`config.mk`:
```
export PLATFORM = sky130hd
export DESIGN_NAME = epsilon_nfa_acceptor
export DESIGN_NICKNAME = d
export VERILOG_FILES = /design/src/sv/enfa_pkg.sv /design/src/sv/epsilon_nfa_acceptor.sv
export SDC_FILE = /design/constraint.sdc
export NUM_CORES = 1
export LEC_CHECK = 0
export ABC_CLOCK_PERIOD_IN_PS = 4100
export BUFFER_PORTS_ARGS = -buffer_cell sky130_fd_sc_hd__buf_2
export CELL_PAD_IN_SITES_DETAIL_PLACEMENT = 1
export CELL_PAD_IN_SITES_GLOBAL_PLACEMENT = 2
export CORE_ASPECT_RATIO = 1.5
export CORE_MARGIN = 2
export CORE_UTILIZATION = 50
export DETAILED_ROUTE_END_ITERATION = 6
export PLACE_DENSITY_LB_ADDON = 0.1
export SLEW_MARGIN = 15
export SYNTH_ARGS = -nofsm -noshare
export SYNTH_HDL_FRONTEND = slang
export SYNTH_SLANG_ARGS = --single-unit
```
`constraint.sdc`:
```
create_clock -name clk -period 4.1 [get_ports clk]
set_input_delay 0.205 -clock clk [delete_from_list [all_inputs] [get_ports clk]]
set_output_delay 0.205 -clock clk [all_outputs]
set_load 0.01 [all_outputs]
```
`src/sv/enfa_pkg.sv`:
```
// Shared types and constants for the epsilon-NFA acceptor.
package enfa_pkg;

  localparam int NUM_STATES_DEF = 16;
  localparam int MAX_EDGES_DEF  = 64;

  localparam int STATE_W   = 4;
  localparam int SET_W     = 16;
  localparam int LABEL_W   = 8;
  localparam int OP_W      = 2;
  localparam int CFG_IDX_W = 2;
  localparam int CFG_DAT_W = 16;

  typedef enum logic [OP_W-1:0] {
    OP_CLEAR = 2'd0,
    OP_ADD   = 2'd1,
    OP_BEGIN = 2'd2,
    OP_FEED  = 2'd3
  } op_t;

  localparam logic [CFG_IDX_W-1:0] CFG_START_INDEX   = 2'd0;
  localparam logic [CFG_IDX_W-1:0] CFG_START_PRESENT = 2'd1;
  localparam logic [CFG_IDX_W-1:0] CFG_FINAL_MASK    = 2'd2;

  typedef struct packed {
    logic [STATE_W-1:0] src;
    logic [STATE_W-1:0] dst;
    logic               eps;
    logic [LABEL_W-1:0] label;
  } edge_t;

endpackage

```
`src/sv/epsilon_nfa_acceptor.sv`:
```
// Epsilon-NFA acceptor: edge table, set simulation sequencer and result register.
//
// The block holds up to MAX_EDGES automaton edges in a table with one write
// and one read port and simulates the automaton on a bit set of active states.
// Clear and add-edge items go from idle straight to the result state. A
// begin-string item runs epsilon-closure passes over the table; a feed-symbol
// item runs one move pass and then closure passes. Every pass walks the stored
// edges one per cycle through one shared edge matcher. Closure passes repeat
// until a pass adds nothing, so their number is at most one more than the
// number of states the closure adds. The table read port is the limit: one
// edge per cycle. While an item is being worked on, in_stall is high. A
// finished result sits in the output register until it is transferred, and
// the block keeps taking the next item meanwhile. Configuration writes are
// accepted at any time but must only be issued while the block is idle.
module epsilon_nfa_acceptor #(
  parameter int NUM_STATES = enfa_pkg::NUM_STATES_DEF,
  parameter int MAX_EDGES  = enfa_pkg::MAX_EDGES_DEF
) (
  input  logic                             clk,
  input  logic                             rst_n,
  // input item channel
  input  logic                             in_valid,
  output logic                             in_stall,
  input  logic [enfa_pkg::OP_W-1:0]        in_operation,
  input  logic [enfa_pkg::STATE_W-1:0]     in_edge_source,
  input  logic [enfa_pkg::STATE_W-1:0]     in_edge_dest,
  input  logic                             in_edge_epsilon,
  input  logic [enfa_pkg::LABEL_W-1:0]     in_symbol,
  // result channel
  output logic                             out_valid,
  input  logic                             out_stall,
  output logic                             out_accepted,
  output logic [enfa_pkg::SET_W-1:0]       out_active_states,
  output logic                             out_table_full,
  // configuration write channel
  input  logic                             cfg_valid,
  output logic                             cfg_ready,
  input  logic [enfa_pkg::CFG_IDX_W-1:0]   cfg_index,
  input  logic [enfa_pkg::CFG_DAT_W-1:0]   cfg_data
);
  import enfa_pkg::*;

  localparam int CW = $clog2(MAX_EDGES + 1);
  localparam int AW = $clog2(MAX_EDGES);
  // states at or above NUM_STATES do not exist
  localparam logic [SET_W-1:0] LIVE_MASK = (NUM_STATES >= SET_W) ? {SET_W{1'b1}} :
                                           SET_W'((32'd1 << NUM_STATES) - 32'd1);

  typedef enum logic [1:0] {
    S_IDLE,
    S_MOVE,
    S_CLOSE,
    S_RESULT
  } state_t;

  state_t              state_r, state_nxt;
  logic [CW-1:0]       edge_count_r, edge_count_nxt;
  logic [SET_W-1:0]    active_r, active_nxt;
  logic [SET_W-1:0]    move_r, move_nxt;
  logic [CW-1:0]       rd_ptr_r, rd_ptr_nxt;
  logic                rd_vld_r, rd_vld_nxt;
  logic                grew_r, grew_nxt;
  logic                full_r, full_nxt;
  logic [LABEL_W-1:0]  sym_r, sym_nxt;
  logic [STATE_W-1:0]  start_index_r, start_index_nxt;
  logic                start_present_r, start_present_nxt;
  logic [SET_W-1:0]    final_mask_r, final_mask_nxt;
  logic                out_valid_r, out_valid_nxt;
  logic                out_accepted_r, out_accepted_nxt;
  logic [SET_W-1:0]    out_active_r, out_active_nxt;
  logic                out_full_r, out_full_nxt;

  // edge table
  edge_t               edge_mem [MAX_EDGES];
  edge_t               mem_q_r;
  logic                mem_wr_en;
  logic [AW-1:0]       mem_wr_addr;
  edge_t               mem_wr_data;
  logic                mem_rd_en;

  logic                in_xfer;
  logic                out_free;
  logic                pass_active;
  logic                pass_done;
  logic [SET_W-1:0]    dbit;
  logic [SET_W-1:0]    sbit;
  logic                src_on;
  logic                eps_hit;
  logic                sym_hit;
  op_t                 op;

  assign in_stall  = (state_r != S_IDLE);
  assign cfg_ready = 1'b1;
  assign in_xfer   = in_valid && !in_stall;
  assign out_free  = !out_valid_r || !out_stall;
  assign op        = op_t'(in_operation);

  assign out_valid         = out_valid_r;
  assign out_accepted      = out_accepted_r;
  assign out_active_states = out_active_r;
  assign out_table_full    = out_full_r;

  // Shared edge matcher: one table entry per cycle against the active set.
  assign dbit    = (SET_W'(1) << mem_q_r.dst) & LIVE_MASK;
  assign sbit    = (SET_W'(1) << start_index_r) & LIVE_MASK;
  assign src_on  = active_r[mem_q_r.src];
  assign eps_hit = rd_vld_r && mem_q_r.eps && src_on && ((dbit & ~active_r) != '0);
  assign sym_hit = rd_vld_r && !mem_q_r.eps && (mem_q_r.label == sym_r) && src_on;

  assign pass_active = (state_r == S_MOVE) || (state_r == S_CLOSE);
  assign mem_rd_en   = pass_active && (rd_ptr_r < edge_count_r);
  // the pass ends once every edge was issued and the last read was consumed
  assign pass_done   = pass_active && (rd_ptr_r == edge_count_r) && !rd_vld_r;

  assign mem_wr_en   = in_xfer && (op == OP_ADD) && (edge_count_r < CW'(MAX_EDGES));
  assign mem_wr_addr = edge_count_r[AW-1:0];
  assign mem_wr_data = '{src: in_edge_source, dst: in_edge_dest,
                         eps: in_edge_epsilon, label: in_symbol};

  always_ff @(posedge clk) begin
    if (mem_wr_en) begin
      edge_mem[mem_wr_addr] <= mem_wr_data;
    end
    if (mem_rd_en) begin
      mem_q_r <= edge_mem[rd_ptr_r[AW-1:0]];
    end
  end

  always_comb begin
    state_nxt         = state_r;
    edge_count_nxt    = edge_count_r;
    active_nxt        = active_r;
    move_nxt          = move_r;
    rd_ptr_nxt        = rd_ptr_r;
    rd_vld_nxt        = mem_rd_en;
    grew_nxt          = grew_r;
    full_nxt          = full_r;
    sym_nxt           = sym_r;
    start_index_nxt   = start_index_r;
    start_present_nxt = start_present_r;
    final_mask_nxt    = final_mask_r;
    out_valid_nxt     = out_valid_r && out_stall;
    out_accepted_nxt  = out_accepted_r;
    out_active_nxt    = out_active_r;
    out_full_nxt      = out_full_r;

    if (mem_rd_en) begin
      rd_ptr_nxt = rd_ptr_r + CW'(1);
    end

    // configuration writes; indexes past the register list are dropped
    if (cfg_valid && cfg_ready) begin
      unique case (cfg_index)
        CFG_START_INDEX:   start_index_nxt   = cfg_data[STATE_W-1:0];
        CFG_START_PRESENT: start_present_nxt = cfg_data[0];
        CFG_FINAL_MASK:    final_mask_nxt    = cfg_data[SET_W-1:0];
        default: ;
      endcase
    end

    unique case (state_r)
      S_IDLE: begin
        if (in_xfer) begin
          full_nxt   = 1'b0;
          rd_ptr_nxt = '0;
          rd_vld_nxt = 1'b0;
          grew_nxt   = 1'b0;
          sym_nxt    = in_symbol;
          unique case (op)
            OP_CLEAR: begin
              edge_count_nxt = '0;
              state_nxt      = S_RESULT;
            end
            OP_ADD: begin
              // drop the edge and flag it when the table is full
              if (mem_wr_en) begin
                edge_count_nxt = edge_count_r + CW'(1);
              end else begin
                full_nxt = 1'b1;
              end
              state_nxt = S_RESULT;
            end
            OP_BEGIN: begin
              active_nxt = start_present_r ? sbit : '0;
              state_nxt  = S_CLOSE;
            end
            OP_FEED: begin
              move_nxt  = '0;
              state_nxt = S_MOVE;
            end
          endcase
        end
      end
      S_MOVE: begin
        if (sym_hit) begin
          move_nxt = move_r | dbit;
        end
        if (pass_done) begin
          active_nxt = move_r & LIVE_MASK;
          rd_ptr_nxt = '0;
          grew_nxt   = 1'b0;
          state_nxt  = S_CLOSE;
        end
      end
      S_CLOSE: begin
        if (eps_hit) begin
          active_nxt = active_r | dbit;
          grew_nxt   = 1'b1;
        end
        if (pass_done) begin
          // repeat the pass until the set stops growing
          rd_ptr_nxt = '0;
          grew_nxt   = 1'b0;
          state_nxt  = grew_r ? S_CLOSE : S_RESULT;
        end
      end
      S_RESULT: begin
        if (out_free) begin
          out_valid_nxt    = 1'b1;
          out_accepted_nxt = start_present_r && ((active_r & final_mask_r & LIVE_MASK) != '0);
          out_active_nxt   = active_r;
          out_full_nxt     = full_r;
          state_nxt        = S_IDLE;
        end
      end
    endcase
  end

  always_ff @(posedge clk) begin
    if (!rst_n) begin
      state_r         <= S_IDLE;
      edge_count_r    <= '0;
      active_r        <= '0;
      rd_ptr_r        <= '0;
      rd_vld_r        <= 1'b0;
      grew_r          <= 1'b0;
      full_r          <= 1'b0;
      start_index_r   <= '0;
      start_present_r <= 1'b0;
      final_mask_r    <= '0;
      out_valid_r     <= 1'b0;
    end else begin
      state_r         <= state_nxt;
      edge_count_r    <= edge_count_nxt;
      active_r        <= active_nxt;
      rd_ptr_r        <= rd_ptr_nxt;
      rd_vld_r        <= rd_vld_nxt;
      grew_r          <= grew_nxt;
      full_r          <= full_nxt;
      start_index_r   <= start_index_nxt;
      start_present_r <= start_present_nxt;
      final_mask_r    <= final_mask_nxt;
      out_valid_r     <= out_valid_nxt;
    end
    move_r         <= move_nxt;
    sym_r          <= sym_nxt;
    out_accepted_r <= out_accepted_nxt;
    out_active_r   <= out_active_nxt;
    out_full_r     <= out_full_nxt;
  end

  // The fill count never passes the table depth.
  a_count_bound: assert property (@(posedge clk) disable iff (!rst_n)
    edge_count_r <= CW'(MAX_EDGES))
    else $error("edge count exceeds table depth");

  // The active set never holds a state that does not exist.
  a_live_only: assert property (@(posedge clk) disable iff (!rst_n)
    (active_r & ~LIVE_MASK) == '0)
    else $error("active set holds a nonexistent state");

  // Table reads are only in flight during a pass.
  a_read_in_pass: assert property (@(posedge clk) disable iff (!rst_n)
    rd_vld_r |-> (state_r == S_MOVE || state_r == S_CLOSE))
    else $error("table read outside a pass");

  // Without a start state no result may accept.
  a_no_start_reject: assert property (@(posedge clk) disable iff (!rst_n)
    (out_valid_r && !start_present_r) |-> !out_accepted_r)
    else $error("accept reported without a start state");

endmodule

```
**After elaboration in Yosys (flattened, before gate mapping)**

Memory sizes are Yosys's and may differ from the RTL's. A register that Yosys moved wholly into a read port is not among the register bits.
Cells that the tools add are included.

- Memories: 1
- Word-level logic and storage cells: 129
- RAM bits: 1088
- Bits in registers: 99
- Input port bits: 42

- Bitwise operators: 5
- $lt $le $gt $ge: 3
- Shift-type cells: 2
- Add/sub/neg operators: 2
- Reduce and logical (&&, ||, !) cells: 42
- Eq/ne operators: 20
- Multiplexer cells: 38

Memory list:

| memory | depth | bits a word | rd ports | clocked after Yosys merged registers in | wr ports | line | RTL |
|---|---|---|---|---|---|---|---|
| edge_mem | 64 | 17 | 1 | 1 | 1 | epsilon_nfa_acceptor.sv:74 | `edge_t edge_mem [MAX_EDGES];` |

Operators by type and width:

| kind | number |
|---|---|
| 16-bit 2-to-1 mux | 8 |
| 16-bit one-hot mux with 3 select lines | 1 |
| 16-bit AND | 2 |
| 16-bit bitwise OR | 2 |
| 16-bit one-hot mux with 2 select lines | 1 |
| 16-bit nonzero test | 2 |
| 1-bit by 4-bit << shifter with 16-bit output (first input constant) | 2 |
| 7-bit 2-to-1 mux | 4 |
| 7-bit one-hot mux with 2 select lines | 2 |
| 16-bit NOT | 1 |
| 4-bit AND reduction | 4 |
| 7-bit by 1-bit adder with 7-bit output (second input constant) | 2 |
| 1-bit logical AND | 14 |
| 1-bit 2-to-1 mux | 14 |
| 2-bit != test (second input constant) | 7 |
| 2-bit equality test (second input constant) | 5 |
| 2-bit AND reduction | 5 |
| 8-bit equality test | 1 |
| 2-bit 2-to-1 mux | 4 |
| 2-bit one-hot mux with 4 select lines | 1 |
| 7-bit equality test | 1 |
| 7-bit less-than comparator | 1 |
| 7-bit less-than comparator (second input constant) | 1 |
| 2-bit by 1-bit equality test with 1-bit output (second input constant) | 3 |
| other kinds (13) | 24 |

**Longest topological paths before layout**

- Depth in word-level cells: 7
- Depth in mapped cells: 12
- Depth with buffers taken out: 8

**Worst setup path before layout**

OpenSTA, ideal clock, no wires.

- Path type: reg2reg
- Start: reg rd_ptr_r[0]
- End: reg rd_ptr_r[1]
- Buffers on the path: 4
- Period minus slack after synthesis: 3509 ps
- Data arrival time: 3379 ps
- Setup slack: 591 ps
- Data required time: 3970 ps
- Setup time: 130 ps
- Cell stages (with the launch flop): 13
- Cells stage by stage: dfxtp_1 -> clkbuf_1 -> buf_2 -> clkbuf_1 -> clkbuf_1 -> inv_1 -> ha_1 -> nor2b_1 -> o21ai_0 -> a21oi_1 -> nor3_1 -> mux2i_1 -> nor2_1

- Longest elaborated chain between the ends: 5
- Elaborated cells on any way between the ends: 10
- Those cells by class: add/sub: 1; order compare: 1; eq/ne: 1; mux: 4; reduce/logical: 3

RTL lines:

| what | line | RTL |
|---|---|---|
| from (decl) | epsilon_nfa_acceptor.sv:60 | `logic [CW-1:0] rd_ptr_r, rd_ptr_nxt;` |
| from (signal assigned) | epsilon_nfa_acceptor.sv:246 | `rd_ptr_r <= rd_ptr_nxt;` |
| 7-bit less-than comparator * | epsilon_nfa_acceptor.sv:111 | `assign mem_rd_en = pass_active && (rd_ptr_r < edge_count_r);` |
| 1-bit logical AND * | epsilon_nfa_acceptor.sv:111 |  |
| via mem_rd_en | epsilon_nfa_acceptor.sv:79 | `logic mem_rd_en;` |
| 7-bit 2-to-1 mux * | epsilon_nfa_acceptor.sv:147 | `if (mem_rd_en) begin` |
| 7-bit 2-to-1 mux, on equally long branches | epsilon_nfa_acceptor.sv:198, epsilon_nfa_acceptor.sv:210, epsilon_nfa_acceptor.sv:163 |  |
| 7-bit one-hot mux with 2 select lines * | epsilon_nfa_acceptor.sv:161 | `unique case (state_r)` |

The timed path passes the listed nets; every way through them passes the cells marked *.
A chain may end at the register's enable or synchronous reset.

**Final worst setup path**

- Start: reg rd_ptr_r[2]
- End: reg state_r[1]

- Longest elaborated chain between the ends: 5
- Elaborated cells on any way between the ends: 6
- Those cells by class: eq/ne: 3; reduce/logical: 3

RTL lines:

| what | line | RTL |
|---|---|---|
| 7-bit equality test * | epsilon_nfa_acceptor.sv:113 | `assign pass_done = pass_active && (rd_ptr_r == edge_count_r) && !rd_vld_r;` |
| 1-bit logical AND * (2 in series) | epsilon_nfa_acceptor.sv:113 |  |
| 2-bit != test (no source line) | -- |  |
| 4-bit AND reduction (no source line) * | -- |  |
| to (signal assigned) | epsilon_nfa_acceptor.sv:243 | `state_r <= state_nxt;` |
| to (decl) | epsilon_nfa_acceptor.sv:56 | `state_t state_r, state_nxt;` |

Every way passes the cells marked *; elsewhere a longest branch is shown, timed or not.

==> impl_results.html <==
<table>
<tr><th>Metric</th><th>Value</th></tr>
<tr><th colspan="2">Status</th></tr>
<tr><td>Status</td><td>finished, final reports clean</td></tr>
<tr><th colspan="2">Worst setup path</th></tr>
<tr><td>Worst path bufs/invs</td><td>2</td></tr>
<tr><td>Critical Path Start Type</td><td>register</td></tr>
<tr><td>Crit path top cell by count</td><td>sky130_fd_sc_hd__a311o_1</td></tr>
<tr><td>Top cell family by delay on the critical path</td><td>compound AO/OA/AOI/OAI gates</td></tr>
<tr><td>Category of the critical setup timing path</td><td>reg -&gt; reg</td></tr>
<tr><td>Critical path's largest stage delay</td><td>740 ps</td></tr>
<tr><td>Kind of end point of the critical path</td><td>register</td></tr>
<tr><td>Slowest cell on the critical path</td><td>sky130_fd_sc_hd__dfxtp_4</td></tr>
<tr><td>Worst path required time</td><td>4740 ps</td></tr>
<tr><td>Critical path arrival</td><td>4090 ps</td></tr>
<tr><td>Max FO, Critical Path</td><td>35</td></tr>
<tr><td>Series of cell instances along the critical path</td><td>buf_12 -&gt; ha_1 -&gt; nand4_1 -&gt; nor3_1 -&gt; nor2_1 -&gt; a311o_1 -&gt; a311o_1 -&gt; dlygate4sd3_1 -&gt; a21boi_0</td></tr>
<tr><th colspan="2">Route</th></tr>
<tr><td>Per-cell via count in the routed design</td><td>6.12</td></tr>
<tr><td>DRC violation count after routing</td><td>0</td></tr>
<tr><td>Antenna Violating Nets Remaining</td><td>0</td></tr>
<tr><td>Via count</td><td>23100</td></tr>
<tr><td>Average routed wire per standard cell</td><td>32.8 um</td></tr>
<tr><td>Wire length reported by the detailed router</td><td>124000 um</td></tr>
<tr><td>Total iterations of the first detailed-routing run</td><td>5</td></tr>
<tr><td>Drt initial violations</td><td>2094</td></tr>
<tr><th colspan="2">Clock network</th></tr>
<tr><td>Number of buffers created by CTS</td><td>113</td></tr>
<tr><td>H-tree depth reported by CTS</td><td>3</td></tr>
<tr><td>TritonCTS clock tree</td><td>done</td></tr>
<tr><td>Clock edge transition at the registers on the reported setup and hold paths</td><td>70 ps</td></tr>
<tr><td>Insertion delay of the later-clocked pin in the worst-skew pair</td><td>720 ps</td></tr>
<tr><td>CTS root buf</td><td>sky130_fd_sc_hd__clkbuf_16</td></tr>
<tr><td>Bufs on Longest Clock Path</td><td>3</td></tr>
<tr><td>Number of gates resized after cts</td><td>0</td></tr>
<tr><td>Clock Sink Count</td><td>1204</td></tr>
<tr><th colspan="2">Layout</th></tr>
<tr><td>Final Util</td><td>57.3%</td></tr>
<tr><td>Filler cell count in the final layout</td><td>8000</td></tr>
<tr><td>Most common cell after layout, fill and taps aside</td><td>sky130_fd_sc_hd__edfxtp_1</td></tr>
<tr><td>Total area of sequential cells</td><td>35600 um2</td></tr>
<tr><td>Share of cells above drive strength 1</td><td>29.5%</td></tr>
<tr><td>Layout Nets</td><td>2480</td></tr>
<tr><td>P&amp;R area growth vs syn</td><td>13.4%</td></tr>
<tr><td>Most frequent cells in the layout</td><td>1147 x sky130_fd_sc_hd__edfxtp_1, 339 x sky130_fd_sc_hd__mux4_2, 121 x sky130_fd_sc_hd__buf_4</td></tr>
<tr><td>Area used by multi-input combinational logic</td><td>11000 um2</td></tr>
<tr><th colspan="2">Logic synthesis</th></tr>
<tr><td>Sequential cell area fraction in the yosys report</td><td>75.6%</td></tr>
<tr><td>Synthesized cell area</td><td>47100 um2</td></tr>
<tr><td>Ys Warns</td><td>0</td></tr>
<tr><td>Share of the synthesized netlist area taken by xor and xnor gates</td><td>0.335%</td></tr>
<tr><td>Count of flip-flops with a built-in enable after synthesis</td><td>1147</td></tr>
<tr><td>Multiplexer share of the synthesized area</td><td>17.3%</td></tr>
<tr><td>Post-Synth Adder-Cell Area</td><td>0.345%</td></tr>
<tr><td>Post-synth top flop</td><td>sky130_fd_sc_hd__edfxtp_1</td></tr>
<tr><td>Post-Synthesis Net Count</td><td>2273</td></tr>
<tr><td>Count of cell types in the netlist</td><td>64</td></tr>
<tr><td>Combinational family with the most area after synthesis</td><td>multiplexers</td></tr>
<tr><td>Synth async-reset ratio</td><td>0%</td></tr>
<tr><td>Cells after Synth</td><td>2218</td></tr>
<tr><td>Number of register bits inferred by synthesis</td><td>1204</td></tr>
<tr><td>Simple logic cell fraction of the synthesized area</td><td>3.06%</td></tr>
<tr><td>Area fraction in compound gates after synthesis</td><td>2.15%</td></tr>
<tr><td>Avg Synthesized Cell Area</td><td>21.2 um2</td></tr>
<tr><th colspan="2">Die</th></tr>
<tr><td>Starting Density</td><td>50.5%</td></tr>
<tr><td>Die Height</td><td>380 um</td></tr>
<tr><td>Die boundary width</td><td>255 um</td></tr>
<tr><td>Area enclosed by the die boundary</td><td>96700 um2</td></tr>
<tr><td>Site row count</td><td>137</td></tr>
<tr><td>Number of placed I/O pins</td><td>63</td></tr>
<tr><td>Std-Cell Core Area</td><td>93200 um2</td></tr>
<tr><th colspan="2">Global route</th></tr>
<tr><td>Global-route usage over all layers</td><td>26.4%</td></tr>
<tr><td>Via count of the first global-routing pass</td><td>24700</td></tr>
<tr><td>Number of antenna violations at the first check in global routing</td><td>3</td></tr>
<tr><td>Global-route wire length before repair</td><td>179000 um</td></tr>
<tr><td>Maximum number of pins on one net before global-route repair</td><td>81</td></tr>
<tr><td>Gr ovfl total</td><td>0</td></tr>
<tr><th colspan="2">Run</th></tr>
<tr><td>Max-capacitance violation count</td><td>0</td></tr>
<tr><th colspan="2">STA</th></tr>
<tr><td>Summed negative setup slack over all endpoints</td><td>0 ps</td></tr>
<tr><td>Upper clock frequency limit</td><td>290 MHz</td></tr>
<tr><td>Final critical path time including I/O delays and setup</td><td>3450 ps</td></tr>
<tr><td>Final Max Tran Viols</td><td>0</td></tr>
<tr><td>Final-layout worst hold slack</td><td>38.8 ps</td></tr>
<tr><td>Post-route clock period utilization</td><td>84.2%</td></tr>
<tr><td>Setup repair after global routing missed its margin</td><td>false</td></tr>
<tr><td>Setup skew after layout</td><td>16.2 ps</td></tr>
<tr><td>Count of endpoints failing hold in the final timing report</td><td>0</td></tr>
<tr><td>Transition time at the pin with the least slew margin</td><td>972 ps</td></tr>
<tr><td>Relative slew slack</td><td>35.2%</td></tr>
<tr><td>Final-report setup violation count</td><td>0</td></tr>
<tr><th colspan="2">Hold path</th></tr>
<tr><td>Worst min path class</td><td>in -&gt; reg</td></tr>
<tr><th colspan="2">Placement</th></tr>
<tr><td>HPWL Detailed</td><td>76400 um</td></tr>
<tr><td>I/O Buffers</td><td>61</td></tr>
<tr><td>RD Place Congestion</td><td>0.830</td></tr>
<tr><th colspan="2">Power</th></tr>
<tr><td>Power per unit of standard cell area</td><td>475 nW/um2</td></tr>
<tr><td>Leakage</td><td>16.3 nW</td></tr>
<tr><td>Worst IR Drop VDD</td><td>0.407 mV</td></tr>
</table>
## sequential cells by signal (all words and copies together), names as in the netlist
register and count:
start_index_r 4, edge_count_r 7, grew_r 1, out_accepted 1, active_r 16, out_table_full 1
rd_ptr_r 7, move_r 16, sym_r 8, rd_vld_r 1, full_r 1, out_valid 1
edge_mem 1088, start_present_r 1, mem_q_r 17, final_mask_r 16, out_active_states 16, state_r 2
## kinds of logic after synthesis
logic type / count (synthesis)
flops: 1204
mux: 387
simple gates: 306
compound gates: 153
buf+inv: 136
xor+xnor: 18
fa+ha+maj: 13
other cells: 1
## metal layers
layer	global-route usage, %	vias up	routed length [um]
met4	11.0	2	5360
met3	3.06	208	6040
li1	-	9640	-
met2	46.3	730	66100
met5	0	-	14
met1	33.2	12500	46300
## per-stage QoR
stage	instances	setup WS (ps)	cell area, um2	total power, mW
global route	3770	511	53400	26.1
CTS	3770	618	53400	25.6
global placement	3536	757	49600	15.3
detailed placement	3536	743	49600	15.4
floorplan	2218	591	47100	14.8
finish	3773	648	53400	25.4
## repair_timing
action / in CTS / in global routing
setup buffers: 0 / 0
hold buffers: 25 / 0
hold endpoints to repair: 48 / 0
## cells in the mapped netlist (8+ instances only)
library cell | count | area (um2)
sky130_fd_sc_hd__a21boi_0 | 19 | 143
sky130_fd_sc_hd__a21oi_1 | 23 | 115
sky130_fd_sc_hd__buf_1 | 23 | 86.3
sky130_fd_sc_hd__buf_2 | 32 | 160
sky130_fd_sc_hd__clkbuf_1 | 57 | 214
sky130_fd_sc_hd__dfxtp_1 | 57 | 1140
sky130_fd_sc_hd__edfxtp_1 | 1147 | 34400
sky130_fd_sc_hd__ha_1 | 13 | 163
sky130_fd_sc_hd__inv_1 | 14 | 52.6
sky130_fd_sc_hd__mux2i_1 | 41 | 410
sky130_fd_sc_hd__mux4_2 | 339 | 7630
sky130_fd_sc_hd__nand2_1 | 87 | 327
sky130_fd_sc_hd__nand2b_1 | 8 | 50.1
sky130_fd_sc_hd__nand3_1 | 15 | 75.1
sky130_fd_sc_hd__nand4_1 | 9 | 56.3
sky130_fd_sc_hd__nor2_1 | 115 | 432
sky130_fd_sc_hd__nor2b_1 | 12 | 75.1
sky130_fd_sc_hd__nor3_1 | 9 | 45.0
sky130_fd_sc_hd__nor3b_1 | 10 | 75.1
sky130_fd_sc_hd__nor4_1 | 8 | 50.1
sky130_fd_sc_hd__o21a_1 | 17 | 128
sky130_fd_sc_hd__o21ai_0 | 35 | 175
sky130_fd_sc_hd__o22ai_1 | 22 | 138
sky130_fd_sc_hd__xnor2_1 | 13 | 114
## where the power goes
| part | switching, mW | internal, mW | total, mW | leakage, nW |
|---|---|---|---|---|
| Combinational | 0.915 | 0.458 | 1.37 | 3.71 |
| Sequential | 0.0942 | 13.6 | 13.7 | 10.8 |
| Clock | 4.54 | 5.72 | 10.3 | 1.75 |
## final timing paths
check                               start                      endpoint  slack [ps]  cells past startpoint
max                rd_ptr_r[2]$_SDFF_PN0_       state_r[1]$_SDFFE_PN0P_         650                      9
min                          in_symbol[7]     edge_mem[46][7]$_DFFE_PP_          40                      1
max reg2reg        rd_ptr_r[2]$_SDFF_PN0_       state_r[1]$_SDFFE_PN0P_         650                      9
min reg2reg  final_mask_r[1]$_SDFFE_PN0P_  final_mask_r[1]$_SDFFE_PN0P_         470                      2
## layout make-up
| type | instances | share of cell area, % |
|---|---|---|
| antenna | 3 | 0.0141 |
| clock buffer | 139 | 5.58 |
| inverter | 15 | 0.105 |
| multi-input combinational | 878 | 20.6 |
| tap | 1251 | 2.93 |
| clock inverter | 70 | 1.12 |
| sequential | 1204 | 66.7 |
| timing repair buffer | 213 | 2.99 |
Note: power is estimated with default switching activity, not from simulation.
